## src/hw/rtl/cev_pkg.sv

```systemverilog
`default_nettype none

package cev_pkg;

    localparam int unsigned CNT_W = 17;

    localparam logic [15:0]      CRC_INIT       = 16'hFFFF;
    localparam logic [15:0]      CRC_POLY       = 16'h1021;
    localparam logic [15:0]      CRC_TOP        = 16'h8000;
    localparam logic [CNT_W-1:0] FRAME_OVERHEAD = CNT_W'(9);
    localparam logic [CNT_W-1:0] COUNT_MAX      = {CNT_W{1'b1}};

    typedef enum logic [2:0] {
        ST_OK      = 3'd0,
        ST_TRUNC   = 3'd1,
        ST_MAGIC   = 3'd2,
        ST_VERSION = 3'd3,
        ST_LENGTH  = 3'd4,
        ST_CRC     = 3'd5
    } t_status;

    typedef enum logic {
        REG_MAGIC   = 1'b0,
        REG_VERSION = 1'b1
    } t_reg_idx;

    typedef struct packed {
        logic [31:0] magic_word;
        logic [7:0]  expected_version;
    } t_cfg;

    typedef struct packed {
        logic        valid;
        t_status     status;
        logic [15:0] body_length;
    } t_result;

    // One byte of CRC-16/CCITT, MSB first, no reflection.
    function automatic logic [15:0] crc_feed(input logic [15:0] crc, input logic [7:0] b);
        logic [15:0] c;
        c = crc ^ {b, 8'h00};
        for (int i = 0; i < 8; i++) begin
            if ((c & CRC_TOP) != 16'h0000) begin
                c = {c[14:0], 1'b0} ^ CRC_POLY;
            end else begin
                c = {c[14:0], 1'b0};
            end
        end
        return c;
    endfunction

endpackage

`default_nettype wire

```

## src/hw/rtl/cev_if.sv

```systemverilog
`default_nettype none

interface cev_in_if;
    logic       valid;
    logic       ready;
    logic [7:0] data_byte;
    logic       last_byte;

    modport source (output valid, output data_byte, output last_byte, input ready);
    modport sink   (input valid, input data_byte, input last_byte, output ready);
endinterface

interface cev_out_if;
    logic        valid;
    logic        ready;
    logic [2:0]  status;
    logic [15:0] body_length;

    modport source (output valid, output status, output body_length, input ready);
    modport sink   (input valid, input status, input body_length, output ready);
endinterface

`default_nettype wire

```

## src/hw/rtl/cev_cfg.sv

```systemverilog
`default_nettype none

module cev_cfg import cev_pkg::*; (
    input  wire logic        i_clk,
    input  wire logic        i_rst_n,
    input  wire logic        psel,
    input  wire logic        penable,
    input  wire logic        pwrite,
    input  wire logic [2:0]  paddr,
    input  wire logic [31:0] pwdata,
    output logic [31:0]      prdata,
    output logic             pready,
    output t_cfg             o_cfg
);

    logic [31:0] r_magic;
    logic [7:0]  r_version;
    t_reg_idx    reg_idx;
    logic        wr_en;

    assign reg_idx = t_reg_idx'(paddr[2]);
    assign wr_en   = psel && penable && pwrite;
    assign pready  = 1'b1;

    always_ff @(posedge i_clk) begin
        if (!i_rst_n) begin
            r_magic   <= '0;
            r_version <= '0;
        end else if (wr_en) begin
            unique case (reg_idx)
                REG_MAGIC:   r_magic   <= pwdata;
                REG_VERSION: r_version <= pwdata[7:0];
                default: ;
            endcase
        end
    end

    always_comb begin
        unique case (reg_idx)
            REG_MAGIC:   prdata = r_magic;
            REG_VERSION: prdata = {24'h000000, r_version};
            default:     prdata = '0;
        endcase
    end

    assign o_cfg.magic_word       = r_magic;
    assign o_cfg.expected_version = r_version;

endmodule

`default_nettype wire

```

## src/hw/rtl/cev_frame.sv

```systemverilog
`default_nettype none

module cev_frame import cev_pkg::*; (
    input  wire logic       i_clk,
    input  wire logic       i_rst_n,
    input  wire t_cfg       i_cfg,
    input  wire logic       i_valid,
    input  wire logic [7:0] i_byte,
    input  wire logic       i_last,
    output logic            o_ready,
    input  wire logic       i_slot_free,
    output t_result         o_res
);

    logic             r_in_valid;
    logic [7:0]       r_in_byte;
    logic             r_in_last;

    logic [CNT_W-1:0] r_count;
    logic [15:0]      r_crc;
    logic [7:0]       r_d0;
    logic [7:0]       r_d1;
    logic             r_magic_ok;
    logic             r_version_ok;
    logic [15:0]      r_body;

    logic             n_magic_ok;
    logic             n_version_ok;
    logic [15:0]      n_body;
    logic [15:0]      n_crc;
    logic [7:0]       magic_byte;
    logic             sat;
    logic             advance;
    logic             accept;
    logic [15:0]      rx_crc;
    t_status          status;

    assign advance = r_in_valid && (!r_in_last || i_slot_free);
    assign o_ready = !r_in_valid || advance;
    assign accept  = i_valid && o_ready;
    assign sat     = (r_count == COUNT_MAX);

    always_comb begin
        case (r_count[1:0])
            2'd0:    magic_byte = i_cfg.magic_word[7:0];
            2'd1:    magic_byte = i_cfg.magic_word[15:8];
            2'd2:    magic_byte = i_cfg.magic_word[23:16];
            default: magic_byte = i_cfg.magic_word[31:24];
        endcase
    end

    always_comb begin
        n_magic_ok   = r_magic_ok;
        n_version_ok = r_version_ok;
        n_body       = r_body;
        if (r_count < CNT_W'(4)) begin
            if (magic_byte != r_in_byte) begin
                n_magic_ok = 1'b0;
            end
        end else if (r_count == CNT_W'(4)) begin
            n_version_ok = (r_in_byte == i_cfg.expected_version);
        end else if (r_count == CNT_W'(5)) begin
            n_body = {r_body[15:8], r_in_byte};
        end else if (r_count == CNT_W'(6)) begin
            n_body = {r_in_byte, r_body[7:0]};
        end
        // two-byte delay keeps the trailing checksum out of the CRC
        n_crc = (r_count >= CNT_W'(2)) ? crc_feed(r_crc, r_d0) : r_crc;
    end

    assign rx_crc = {r_in_byte, r_d1};

    always_comb begin
        if (!sat && r_count < CNT_W'(8)) begin
            status = ST_TRUNC;
        end else if (!n_magic_ok) begin
            status = ST_MAGIC;
        end else if (!n_version_ok) begin
            status = ST_VERSION;
        end else if (sat || (r_count + CNT_W'(1)) != (CNT_W'(n_body) + FRAME_OVERHEAD)) begin
            status = ST_LENGTH;
        end else if (n_crc != rx_crc) begin
            status = ST_CRC;
        end else begin
            status = ST_OK;
        end
    end

    assign o_res.valid       = advance && r_in_last;
    assign o_res.status      = status;
    assign o_res.body_length = (status == ST_TRUNC) ? 16'h0000 : n_body;

    always_ff @(posedge i_clk) begin
        if (!i_rst_n) begin
            r_in_valid <= 1'b0;
        end else if (accept) begin
            r_in_valid <= 1'b1;
        end else if (advance) begin
            r_in_valid <= 1'b0;
        end
    end

    always_ff @(posedge i_clk) begin
        if (accept) begin
            r_in_byte <= i_byte;
            r_in_last <= i_last;
        end
    end

    always_ff @(posedge i_clk) begin
        if (!i_rst_n || (advance && r_in_last)) begin
            r_count      <= '0;
            r_crc        <= CRC_INIT;
            r_d0         <= '0;
            r_d1         <= '0;
            r_magic_ok   <= 1'b1;
            r_version_ok <= 1'b0;
            r_body       <= '0;
        end else if (advance) begin
            r_count      <= sat ? r_count : r_count + CNT_W'(1);
            r_crc        <= n_crc;
            r_d0         <= r_d1;
            r_d1         <= r_in_byte;
            r_magic_ok   <= n_magic_ok;
            r_version_ok <= n_version_ok;
            r_body       <= n_body;
        end
    end

`ifndef SYNTHESIS
    a_clear_after_result: assert property (@(posedge i_clk) disable iff (!i_rst_n)
        o_res.valid |=> (r_count == '0 && r_crc == CRC_INIT))
        else $error("frame state not cleared after result");

    a_count_step: assert property (@(posedge i_clk) disable iff (!i_rst_n)
        (advance && !r_in_last && !sat) |=> (r_count == $past(r_count) + CNT_W'(1)))
        else $error("byte count did not advance");

    a_crc_held_early: assert property (@(posedge i_clk) disable iff (!i_rst_n)
        (r_count < CNT_W'(2)) |-> (r_crc == CRC_INIT))
        else $error("CRC moved before delay line filled");

    a_empty_ready: assert property (@(posedge i_clk) disable iff (!i_rst_n)
        !r_in_valid |-> o_ready)
        else $error("empty input stage not ready");
`endif

endmodule

`default_nettype wire

```

## src/hw/rtl/crc_envelope_validator.sv

```systemverilog
`default_nettype none

// Channel   Dir  Word
// i_in      in   data_byte[7:0], last_byte
// o_out     out  status[2:0], body_length[15:0]
// apb       in   magic_word @0x0, expected_version @0x4
//
// One byte per cycle sustained; a frame's result passes the input register,
// then the result register, after its final byte is taken. Byte-wide CRC
// update sits between the two. Synchronous active-low reset clears the frame
// state and the valid flags of both registers. A stalled result blocks only a
// final byte; other bytes keep flowing while the result waits.

module crc_envelope_validator import cev_pkg::*; (
    input  wire logic        i_clk,
    input  wire logic        i_rst_n,
    cev_in_if.sink           i_in,
    cev_out_if.source        o_out,
    input  wire logic        psel,
    input  wire logic        penable,
    input  wire logic        pwrite,
    input  wire logic [2:0]  paddr,
    input  wire logic [31:0] pwdata,
    output logic [31:0]      prdata,
    output logic             pready
);

    t_cfg        cfg;
    t_result     res;
    logic        slot_free;
    logic        r_out_valid;
    logic [2:0]  r_out_status;
    logic [15:0] r_out_body;

    cev_cfg u_cfg (
        .i_clk   (i_clk),
        .i_rst_n (i_rst_n),
        .psel    (psel),
        .penable (penable),
        .pwrite  (pwrite),
        .paddr   (paddr),
        .pwdata  (pwdata),
        .prdata  (prdata),
        .pready  (pready),
        .o_cfg   (cfg)
    );

    cev_frame u_frame (
        .i_clk       (i_clk),
        .i_rst_n     (i_rst_n),
        .i_cfg       (cfg),
        .i_valid     (i_in.valid),
        .i_byte      (i_in.data_byte),
        .i_last      (i_in.last_byte),
        .o_ready     (i_in.ready),
        .i_slot_free (slot_free),
        .o_res       (res)
    );

    assign slot_free = !r_out_valid || o_out.ready;

    always_ff @(posedge i_clk) begin
        if (!i_rst_n) begin
            r_out_valid <= 1'b0;
        end else if (res.valid) begin
            r_out_valid <= 1'b1;
        end else if (o_out.ready) begin
            r_out_valid <= 1'b0;
        end
    end

    always_ff @(posedge i_clk) begin
        if (res.valid) begin
            r_out_status <= res.status;
            r_out_body   <= res.body_length;
        end
    end

    assign o_out.valid       = r_out_valid;
    assign o_out.status      = r_out_status;
    assign o_out.body_length = r_out_body;

endmodule

`default_nettype wire
```

## src/flat_wrapper.sv

```systemverilog
// flat-port wrapper written by rule: the top's interface ports become plain ports
module crc_envelope_validator_flat import cev_pkg::*;
  (i_clk, i_rst_n, psel, penable, pwrite, paddr, pwdata, prdata, pready, i_in_valid, i_in_data_byte, i_in_last_byte, i_in_ready, o_out_valid, o_out_status, o_out_body_length, o_out_ready);
  cev_in_if i_in_i ();
  cev_out_if o_out_i ();
  input  wire logic i_clk;
  input  wire logic i_rst_n;
  input  wire logic psel;
  input  wire logic penable;
  input  wire logic pwrite;
  input  wire logic [2:0] paddr;
  input  wire logic [31:0] pwdata;
  output logic [31:0] prdata;
  output logic pready;
  input wire logic [$bits(i_in_i.valid)-1:0] i_in_valid;
  input wire logic [$bits(i_in_i.data_byte)-1:0] i_in_data_byte;
  input wire logic [$bits(i_in_i.last_byte)-1:0] i_in_last_byte;
  output wire logic [$bits(i_in_i.ready)-1:0] i_in_ready;
  output wire logic [$bits(o_out_i.valid)-1:0] o_out_valid;
  output wire logic [$bits(o_out_i.status)-1:0] o_out_status;
  output wire logic [$bits(o_out_i.body_length)-1:0] o_out_body_length;
  input wire logic [$bits(o_out_i.ready)-1:0] o_out_ready;
  assign i_in_i.valid = i_in_valid;
  assign i_in_i.data_byte = i_in_data_byte;
  assign i_in_i.last_byte = i_in_last_byte;
  assign i_in_ready = i_in_i.ready;
  assign o_out_valid = o_out_i.valid;
  assign o_out_status = o_out_i.status;
  assign o_out_body_length = o_out_i.body_length;
  assign o_out_i.ready = o_out_ready;
  crc_envelope_validator u_core (.i_clk(i_clk), .i_rst_n(i_rst_n), .i_in(i_in_i), .o_out(o_out_i), .psel(psel), .penable(penable), .pwrite(pwrite), .paddr(paddr), .pwdata(pwdata), .prdata(prdata), .pready(pready));
endmodule
```

## config.mk

```make
export PLATFORM = sky130hd
export DESIGN_NAME = crc_envelope_validator_flat
export DESIGN_NICKNAME = d
export VERILOG_FILES = /design/src/hw/rtl/cev_pkg.sv /design/src/hw/rtl/cev_if.sv /design/src/hw/rtl/cev_cfg.sv /design/src/hw/rtl/cev_frame.sv /design/src/hw/rtl/crc_envelope_validator.sv /design/src/flat_wrapper.sv
export SDC_FILE = /design/constraint.sdc
export NUM_CORES = 1
export LEC_CHECK = 0
export ABC_AREA = 1
export BUFFER_PORTS_ARGS = -buffer_cell sky130_fd_sc_hd__buf_2
export CORE_MARGIN = 8
export CORE_UTILIZATION = 45
export CTS_BUF_LIST = sky130_fd_sc_hd__clkbuf_2
export CTS_CLUSTER_DIAMETER = 80
export DETAILED_ROUTE_END_ITERATION = 12
export PLACE_DENSITY = 0.72
export SYNTH_ARGS = -nofsm -noshare
export SYNTH_HDL_FRONTEND = slang
export SYNTH_SLANG_ARGS = --single-unit
```

## constraint.sdc

```tcl
create_clock -name i_clk -period 3.53 [get_ports i_clk]
set_clock_uncertainty 0.2 [all_clocks]
set_input_delay 0.8825 -clock i_clk [delete_from_list [all_inputs] [get_ports i_clk]]
set_output_delay 0.8825 -clock i_clk [all_outputs]
set_load 0.01 [all_outputs]
```

==> results of run 1 <==
[area by class of cell]
type / instances / area (µm²)
Fill cell: 1657 / 7860
Multi-Input combinational cell: 760 / 3970
Sequential cell: 137 / 3030
Timing Repair Buffer: 132 / 751
Inverter: 123 / 464
Tap cell: 220 / 275
Clock inverter: 12 / 126
Clock buffer: 20 / 100
Antenna cell: 2 / 5.00
[repair_timing]
action / CTS / global route
endpoints found under the setup margin: 0 / 2
hold endpoints to repair: 0 / 0
buffers inserted: 0 / 11
resized for setup: 0 / 13
hold buffers: 0 / 0
[placed cells by master, fill, tap and decap left out, drive strengths merged, types with 27 or more instances in the layout]
master	instances
inv	124
xor2	32
buf	132
nand3	37
nor2	139
xnor2	27
dfxtp	109
o21ai	119
a21oi	93
nand2	237
nand4	29
edfxtp	28
[cell usage after synthesis]
library cell,instances
xnor2_1,27
conb_1,1
nand3_4,2
o31ai_1,2
ha_1,6
o21ai_2,1
buf_4,1
or2_1,1
nand4_1,28
o221ai_1,8
a21oi_4,1
nand2_2,17
inv_2,6
nor2_2,4
o21bai_1,1
inv_1,114
xor2_1,32
buf_2,1
buf_6,2
nor3_2,2
nand3b_1,3
nor4_1,3
nor2_4,6
nor2_8,1
a21oi_1,92
or2_2,3
clkbuf_1,40
nand2_1,214
a21boi_0,2
o21ai_1,5
dfxtp_1,109
edfxtp_1,28
a211o_1,1
o21ai_0,113
buf_1,1
nor2_1,128
nand3_1,35
o22ai_1,2
o211ai_1,8
nand2_4,6
nor3_1,3
and2_1,1
clkinv_1,3
nand4_2,1
[cells by family after synthesis]
group           synth area share [%]
other cells                   0.0493
fa+ha+maj                      0.986
xor+xnor                        6.79
compound gates                  16.6
simple gates                    27.3
flops                           39.7
buf+inv                         8.55
[worst max-delay path, stage by stage (launching register included)]
cell and delay, ns:
dfxtp_2 0.44, inv_1 0.13, ha_1 0.26, nand2_1 0.08, nor2_1 0.05, nand2_2 0.16
nand3_4 0.11, nand2_1 0.09, o21ai_2 0.07, inv_2 0.08, ha_2 0.20, nand3_4 0.11
nand2_4 0.13, inv_2 0.05, nor2_4 0.14, nand3_1 0.09, nand2_1 0.07, nand2_1 0.04
nor2_1 0.13, nand2_1 0.08, nor2_2 0.10, nand3_1 0.08, o21ai_1 0.12, inv_1 0.04
[power by group through the flow]
stage	clock, µW	combinational, µW	sequential [µW]
final	937	716	1740
after global routing	1030	804	1760
after CTS	952	683	1740
after detailed placement	0	680	1780
after global placement	0	672	1770
after floorplan	0	507	1750
[metrics by stage]
| step | cell area, µm² | cells |
|---|---|---|
| floorplan | 7610 | 1065 |
| global placement | 8350 | 1361 |
| detailed placement | 8350 | 1361 |
| CTS | 8580 | 1393 |
| global route | 8720 | 1406 |
| finish | 8720 | 1406 |
[sequential cells by signal, summed over array words and instances (netlist names)]
name and cells:
u_core.o_out.body_length 16, u_core.o_out.status 3, u_core.o_out.valid 1, u_core.u_cfg.r_magic 32, u_core.u_cfg.r_version 8, u_core.u_frame.r_body 16
u_core.u_frame.r_count 17, u_core.u_frame.r_crc 16, u_core.u_frame.r_d0 8, u_core.u_frame.r_d1 8, u_core.u_frame.r_in_byte 8, u_core.u_frame.r_in_last 1
u_core.u_frame.r_in_valid 1, u_core.u_frame.r_magic_ok 1, u_core.u_frame.r_version_ok 1
[final timing paths]
check,from,endpoint,slack (ns)
setup / recovery,u_core.u_frame.r_count[0],u_core.o_out.status[2],0.26
hold / removal,i_in_data_byte[7],u_core.u_frame.r_in_byte[7],0.12
setup reg to reg,u_core.u_frame.r_count[0],u_core.o_out.status[2],0.26
hold reg to reg,u_core.u_cfg.r_magic[27],u_core.u_cfg.r_magic[27],0.28
[routing by layer]
layer	vias to the layer above	wire, µm	track usage (%)
met3	24	1250	4.33
met2	226	9030	29.5
met4	0	320	6.23
met5	-	0	0
met1	3223	9820	25.7
li1	3686	-	-
==> flow_summary.json, run 1 <==
{
  "via_per_inst": 5.09,
  "wl_per_cell_um": 14.5,
  "clkPwrFrac_pct": 27.6,
  "drtPass1Iterations": 5,
  "yosys.area.top_type": "dfxtp_1",
  "antenna_found_initial": 1,
  "setup.worst_path.end_class": "flop",
  "die_width_um": 146,
  "first_global_vias": 6624,
  "hpwl_um": 15200,
  "dp_slack_ns": 0.0507,
  "grt_use_total_pct": 19.0,
  "worstHoldPathType": "input port to flop",
  "place_congestion": 0.880,
  "ys_warn_count": 0,
  "yosys-top-cells-area": "dfxtp_1, edfxtp_1, nand2_1",
  "start_util_pct": 45.9,
  "clock-root-buffer": "clkbuf_2",
  "tightest_slew_ns": 0.814,
  "final_core_util_pct": 52.6,
  "final_max_slew_viol_count": 0,
  "nets": 1228,
  "drcViolationCount": 0,
  "syn-num-nets": 1122,
  "die_area_um2": 21300,
  "wirelength_um": 20400,
  "syn-instance-count": 1065,
  "hold_ws_ns": 0.115,
  "leakage_uw": 0.00390,
  "rows": 47,
  "clock_latency_ns": 0.74,
  "cp-start-kind": "flop",
  "tns_ns": 0,
  "drt_iter0_drc": 528,
  "ys_types": 44,
  "synth-seq-cells": 137,
  "min_period_ns": 3.27,
  "grt_pass1_wl_um": 33300,
  "powerDensity_nw_per_um2": 390,
  "htree_levels": 4,
  "cts_inserted_buffers": 17,
  "cts_tree": "done",
  "setup_viol": 0,
  "power_uw": 3400,
  "fin_ws_ns": 0.258,
  "area_growth_pct": 14.6,
  "cts_sinks": 137,
  "relSlewSlack_pct": 45.7,
  "ir_drop_v": 0.000250,
  "vias": 7159,
  "syn_area_um2": 7610,
  "max_clock_freq_mhz": 306,
  "comb_power_share_pct": 21.1,
  "core_um2": 16600,
  "maxCapViolCount": 0,
  "die_h_um": 146,
  "p_sw_uw": 1120,
  "final-hold-violation-count": 0,
  "p_sw_share_pct": 33.0,
  "gr-total-overflow": 0,
  "status": "completed",
  "ys_seq_area_share_pct": 39.7,
  "worstPathMaxFanout": 7,
  "criticalPathCategory": "flop to flop",
  "required_ns": 3.84,
  "fin_crit_sh_pct": 92.7,
  "io_pins": 105,
  "final_layout_size_suffix_gt1_share_pct": 18.8,
  "io_buffer_count": 101,
  "ant_nets": 0,
  "critPathArrivalTime_ns": 3.58,
  "p_int_uw": 2280,
  "hold_depth": 1,
  "p_seq_share_pct": 51.3,
  "synth_top_area_share_pct": 28.7,
  "grt_max_degree": 57,
  "path_clk_slew_ns": 0.23,
  "reg2regPathDepth": 23,
  "syn_avg_cell_area_um2": 7.15,
  "cts_buffer_depth": 2
}
Power figures use the tool's default switching activity.
==> run 2: changes to the inputs <==
--- a/config.mk
+++ b/config.mk
@@ -8,11 +8,11 @@
 export ABC_AREA = 1
 export BUFFER_PORTS_ARGS = -buffer_cell sky130_fd_sc_hd__buf_2
 export CORE_MARGIN = 8
-export CORE_UTILIZATION = 45
+export CORE_UTILIZATION = 60
 export CTS_BUF_LIST = sky130_fd_sc_hd__clkbuf_2
 export CTS_CLUSTER_DIAMETER = 80
 export DETAILED_ROUTE_END_ITERATION = 12
-export PLACE_DENSITY = 0.72
+export PLACE_DENSITY = 0.9
 export SYNTH_ARGS = -nofsm -noshare
 export SYNTH_HDL_FRONTEND = slang
 export SYNTH_SLANG_ARGS = --single-unit
==> flow_summary.json, run 2 (synthesis gave the netlist of run 1 again) <==
{
  "final_common_cell": "nand2_1",
  "wl_per_cell_um": 15.0,
  "start_util_pct": 60.8,
  "htree_levels": 4,
  "cts_sinks": 137,
  "cts_buffer_depth": 2,
  "min_period_ns": 3.33,
  "grt_use_total_pct": 24.5,
  "core_um2": 12500,
  "critPathTopFamily": "simple AND/OR/NAND/NOR gates",
  "io_pins": 105,
  "vias": 7477,
  "status": "completed",
  "clock_latency_ns": 0.76,
  "area_growth_pct": 13.2,
  "worstPathMaxFanout": 9,
  "reg_top3": "u_core.u_cfg.r_magic: 32 flops, u_core.u_frame.r_count: 17 flops",
  "setup.worst_path.end_class": "flop",
  "die_h_um": 129,
  "top_register": "u_core.u_cfg.r_magic",
  "clock-root-buffer": "clkbuf_2",
  "crit_buf_inv": 5,
  "ant_nets": 0,
  "slowest_delay_ns": 0.38,
  "largest_register_ffs": 32,
  "layout_common_cells": "nand2_1, nor2_1, o21ai_0, inv_1, dfxtp_1",
  "post_dp_cell_area_um2": 8300,
  "first_global_vias": 6788,
  "drt_iter0_drc": 809,
  "final_layout_size_suffix_gt1_share_pct": 18.4,
  "path_clk_slew_ns": 0.21,
  "via_per_inst": 5.54,
  "grt_pass1_wl_um": 32500,
  "drcViolationCount": 0,
  "instances_no_fill": 1350,
  "cp-start-kind": "flop",
  "final_area_um2": 8610,
  "io_buffer_count": 101,
  "drtPass1Iterations": 6,
  "grt_max_degree": 51,
  "final-hold-violation-count": 0,
  "rows": 41,
  "drt-met1-wl_um": 8670,
  "critPathArrivalTime_ns": 3.68,
  "top_layer": "met4",
  "hpwl_um": 14700,
  "diodes": 0,
  "worstHoldPathType": "input port to flop",
  "cts_hold_buf": 0,
  "nets": 1222,
  "maxCapViolCount": 0,
  "gr-total-overflow": 0,
  "dp.cells": 1314,
  "die_area_um2": 16500,
  "cts_tree": "done",
  "powerDensity_nw_per_um2": 401,
  "criticalPathCategory": "flop to flop",
  "cp_slowest_cell": "dfxtp_1",
  "max_clock_freq_mhz": 300,
  "die_width_um": 129,
  "fill_cells": 1055,
  "wirelength_um": 20200,
  "antenna_found_initial": 0,
  "setup_viol": 0,
  "crit_chain": "inv_2 -> ha_1 -> inv_2 -> nor2_4 -> nand2_4 -> nor2_8 -> nand3_4 -> nand2_1 -> o21ai_2 -> inv_2 -> ha_2 -> nand3_4 -> nand2_2 -> inv_2 -> nor2_4 -> nand3_1 -> nand2_1 -> nand2_1 -> nor2_1 -> nand2_1 -> nor2_2 -> nand3_1 -> o21ai_1 -> inv_1",
  "fin_crit_sh_pct": 94.3,
  "final_max_slew_viol_count": 0,
  "route.met3.wl_um": 1840,
  "required_ns": 3.88,
  "tightest_slew_ns": 0.777,
  "dr_wl_met2_um": 8970,
  "place_congestion": 0.894,
  "cts_inserted_buffers": 17,
  "ir_drop_v": 0.000354,
  "leakage_uw": 0.00386,
  "relSlewSlack_pct": 48.1
}
## run 2: final timing paths
path	start	endpoint	slack [ns]	cells after the start
max	u_core.u_frame.r_count[1]	u_core.o_out.status[2]	0.20	24
min	i_in_data_byte[6]	u_core.u_frame.r_in_byte[6]	0.08	1
max reg2reg	u_core.u_frame.r_count[1]	u_core.o_out.status[2]	0.20	24
min reg2reg	u_core.u_frame.r_magic_ok	u_core.u_frame.r_magic_ok	0.29	1
## run 2: repair_timing
item,in CTS,in global routing
buffers inserted,0,4
setup endpoints to repair,0,2
gates resized for setup,0,11
## run 2: layout make-up
cell class / count / area [µm²] / share of cell area, %
Timing Repair Buffer: 126 / 693 / 8.05
Multi-Input combinational cell: 760 / 3960 / 46.0
Clock buffer: 18 / 90.1 / 1.05
Sequential cell: 137 / 3020 / 35.1
Inverter: 123 / 462 / 5.36
Clock inverter: 14 / 171 / 1.99
Tap cell: 172 / 215 / 2.50
## run 2: metal layers
metal  global-route usage [%]  vias to the layer above
met1                     30.9                     3368
li1                         -                     3674
met2                     39.0                      377
met3                     6.50                       58
met5                        0                        -
met4                     10.2                        0
## run 2: stage by stage
stage | setup slack [ns] | util, % | setup TNS, ns | total power [µW] | hold WS (ns)
after floorplan | 0.352 | - | 0 | 2260 | 0.229
after global placement | 0.134 | 66.3 | 0 | 2430 | 0.237
after detailed placement | 0.0625 | 66.3 | 0 | 2450 | 0.247
after CTS | 0.0538 | 68.4 | 0 | 3440 | 0.0432
after global routing | -0.0287 | 68.8 | -0.0287 | 3620 | 0.0399
final | 0.201 | 68.8 | 0 | 3460 | 0.0833
## run 2: worst register-to-register path, delay by kind of cell (launching register included)
family | cells | cell delay [ns]
and+or+nand+nor | 15 | 1.58
buffers and inverters | 5 | 0.42
DFF | 1 | 0.38
adders and majority gates | 2 | 0.37
AOI/OAI and AO/OA | 2 | 0.18
## run 2: report_power, final
group,switching [µW],leakage [µW],total [µW],internal [µW]
clock,615,0.000141,1010,399
sequential,69.0,0.00117,1750,1680
combinational,449,0.00255,698,248
==> run 3: changes to the inputs <==
--- a/config.mk
+++ b/config.mk
@@ -12,7 +12,7 @@
 export CTS_BUF_LIST = sky130_fd_sc_hd__clkbuf_2
 export CTS_CLUSTER_DIAMETER = 80
 export DETAILED_ROUTE_END_ITERATION = 12
-export PLACE_DENSITY = 0.9
+export PLACE_DENSITY = 0.83
 export SYNTH_ARGS = -nofsm -noshare
 export SYNTH_HDL_FRONTEND = slang
 export SYNTH_SLANG_ARGS = --single-unit
==> flow_summary.json, run 3 (synthesis gave the netlist of run 1 again) <==
{
  "setup.worst_path.end_class": "flop",
  "crit_top_cell": "nand2_1",
  "antenna_found_initial": 0,
  "clkPwrFrac_pct": 30.3,
  "ant_nets": 0,
  "hold_depth": 1,
  "grt_max_degree": 57,
  "layout_common_cells": "nand2_1, nor2_1, inv_1, o21ai_0, dfxtp_1",
  "final-hold-violation-count": 0,
  "start_util_pct": 60.8,
  "cts_sinks": 137,
  "grt_pass1_wl_um": 33100,
  "reg_top3": "u_core.u_cfg.r_magic: 32 flops, u_core.u_frame.r_count: 17 flops",
  "slowest_delay_ns": 0.39,
  "status": "completed",
  "dp_slack_ns": 0.217,
  "tightest_slew_ns": 0.833,
  "final_max_slew_viol_count": 0,
  "drcViolationCount": 0,
  "hold_ws_ns": 0.0829,
  "cts_tree": "done",
  "diodes": 0,
  "p_int_uw": 2340,
  "final_common_cell": "nand2_1",
  "nets": 1223,
  "core_um2": 12500,
  "fin_crit_sh_pct": 91.2,
  "via_per_inst": 5.43,
  "cp_slowest_cell": "dfxtp_2",
  "rows": 41,
  "worstHoldPathType": "input port to flop",
  "ir_drop_v": 0.000329,
  "die_area_um2": 16500,
  "die_h_um": 129,
  "htree_levels": 4,
  "cp-start-kind": "flop",
  "grt_use_total_pct": 25.0,
  "place_congestion": 0.961,
  "required_ns": 3.87,
  "wl_per_cell_um": 14.9,
  "die_width_um": 129,
  "drtPass1Iterations": 5,
  "io_pins": 105,
  "final_area_um2": 8630,
  "crit_chain": "inv_1 -> buf_4 -> ha_1 -> buf_4 -> inv_1 -> nor2_1 -> nand2_1 -> nor2_1 -> nand2_2 -> nand4_1 -> nand2_2 -> nand2_1 -> nor2_1 -> nand2_1 -> o21ai_1 -> nand2_1 -> nor2_1 -> nand2_1 -> nor2_2 -> nand3_1 -> o21ai_1 -> inv_1",
  "critPathArrivalTime_ns": 3.56,
  "area_growth_pct": 13.5,
  "clock-root-buffer": "clkbuf_2",
  "post_dp_cell_area_um2": 8300,
  "io_buffer_count": 101,
  "crit_buf_inv": 5,
  "timing.rr.start": "u_core.u_frame.r_count[1]",
  "p_seq_share_pct": 50.0,
  "power_uw": 3490,
  "min_period_ns": 3.22,
  "clock_latency_ns": 0.76,
  "final_layout_size_suffix_gt1_share_pct": 18.3,
  "maxCapViolCount": 0,
  "fin_ws_ns": 0.310,
  "max_clock_freq_mhz": 311,
  "path_clk_slew_ns": 0.23,
  "p_sw_share_pct": 33.0,
  "criticalPathCategory": "flop to flop",
  "vias": 7333,
  "comb_power_share_pct": 19.7,
  "r2r_slack_ns": 0.31,
  "relSlewSlack_pct": 44.4,
  "reg2regPathDepth": 22,
  "cts_buffer_depth": 2,
  "cts_inserted_buffers": 17,
  "critical_path_depth": 22,
  "worstPathMaxFanout": 9,
  "gr-total-overflow": 0,
  "hpwl_um": 14600,
  "setup_viol": 0,
  "leakage_uw": 0.00388,
  "p_sw_uw": 1150,
  "min_to": "u_core.u_frame.r_in_byte[0]",
  "min_from": "i_in_data_byte[0]",
  "first_global_vias": 6887,
  "critPathTopFamily": "simple AND/OR/NAND/NOR gates",
  "top_register": "u_core.u_cfg.r_magic",
  "r2r_end": "u_core.o_out.status[2]",
  "wirelength_um": 20100,
  "largest_register_ffs": 32,
  "drt_iter0_drc": 677,
  "powerDensity_nw_per_um2": 404,
  "tns_ns": 0
}
## run 3: routing by layer
layer  track usage (%)  vias to the layer above  wire [µm]  part of all wire (%)
met5                 0                        -          0                     0
met4              9.19                        0        399                   2.0
met3              5.63                       36       1430                   7.1
met2              40.3                      269       9290                    46
met1              32.2                     3346       8990                    45
li1                  -                     3682          -                     -
## run 3: worst max-delay path by stage
stage,start,to,slack (ns)
floorplan,u_core.u_frame.r_count[1],u_core.o_out.status[2],0.35
global placement,u_core.u_frame.r_count[0],u_core.o_out.status[2],0.25
detailed placement,u_core.u_frame.r_count[0],u_core.o_out.status[2],0.22
CTS,u_core.u_frame.r_count[0],u_core.o_out.status[2],0.19
global route,u_core.u_frame.r_count[1],u_core.o_out.status[2],-0.01
finish,u_core.u_frame.r_count[1],u_core.o_out.status[2],0.31
## run 3: power groups by stage
stage	Sequential [µW]	Combinational (µW)	Clock (µW)
6_report	1750	687	1060
5_1_grt	1760	779	1130
4_1_cts	1740	675	1060
3_5_place_dp	1770	669	0
3_3_place_gp	1770	660	0
2_1_floorplan	1750	507	0
## run 3: per-stage QoR
stage	std cells	util (%)
4_1_cts	1346	68.5
3_3_place_gp	1314	66.3
2_1_floorplan	1065	-
6_report	1351	69.0
5_1_grt	1351	69.0
3_5_place_dp	1314	66.3
## run 3: worst reg2reg max path, cell delays in order (launching register included)
cell and delay [ns]:
dfxtp_2 0.39, inv_1 0.05, buf_4 0.15, ha_1 0.19, buf_4 0.17, inv_1 0.06, nor2_1 0.03, nand2_1 0.07
nor2_1 0.05, nand2_2 0.15, nand4_1 0.20, nand2_2 0.18, nand2_1 0.10, nor2_1 0.17, nand2_1 0.07, o21ai_1 0.12
nand2_1 0.06, nor2_1 0.08, nand2_1 0.08, nor2_2 0.15, nand3_1 0.09, o21ai_1 0.13, inv_1 0.05
## run 3: what timing repair did
item / in CTS / in global routing
endpoints found under the setup margin: 0 / 2
gates resized for setup: 0 / 9
setup buffers: 0 / 5
hold buffers: 0 / 0
hold endpoints to repair: 0 / 0
## run 3: cell type report
type                            count  area [µm²]
Tap cell                          172         215
Sequential cell                   137        3030
Clock inverter                     15         190
Clock buffer                       17        85.1
Inverter                          123         462
Timing Repair Buffer              127         701
Fill cell                        1081        3880
Multi-Input combinational cell    760        3960
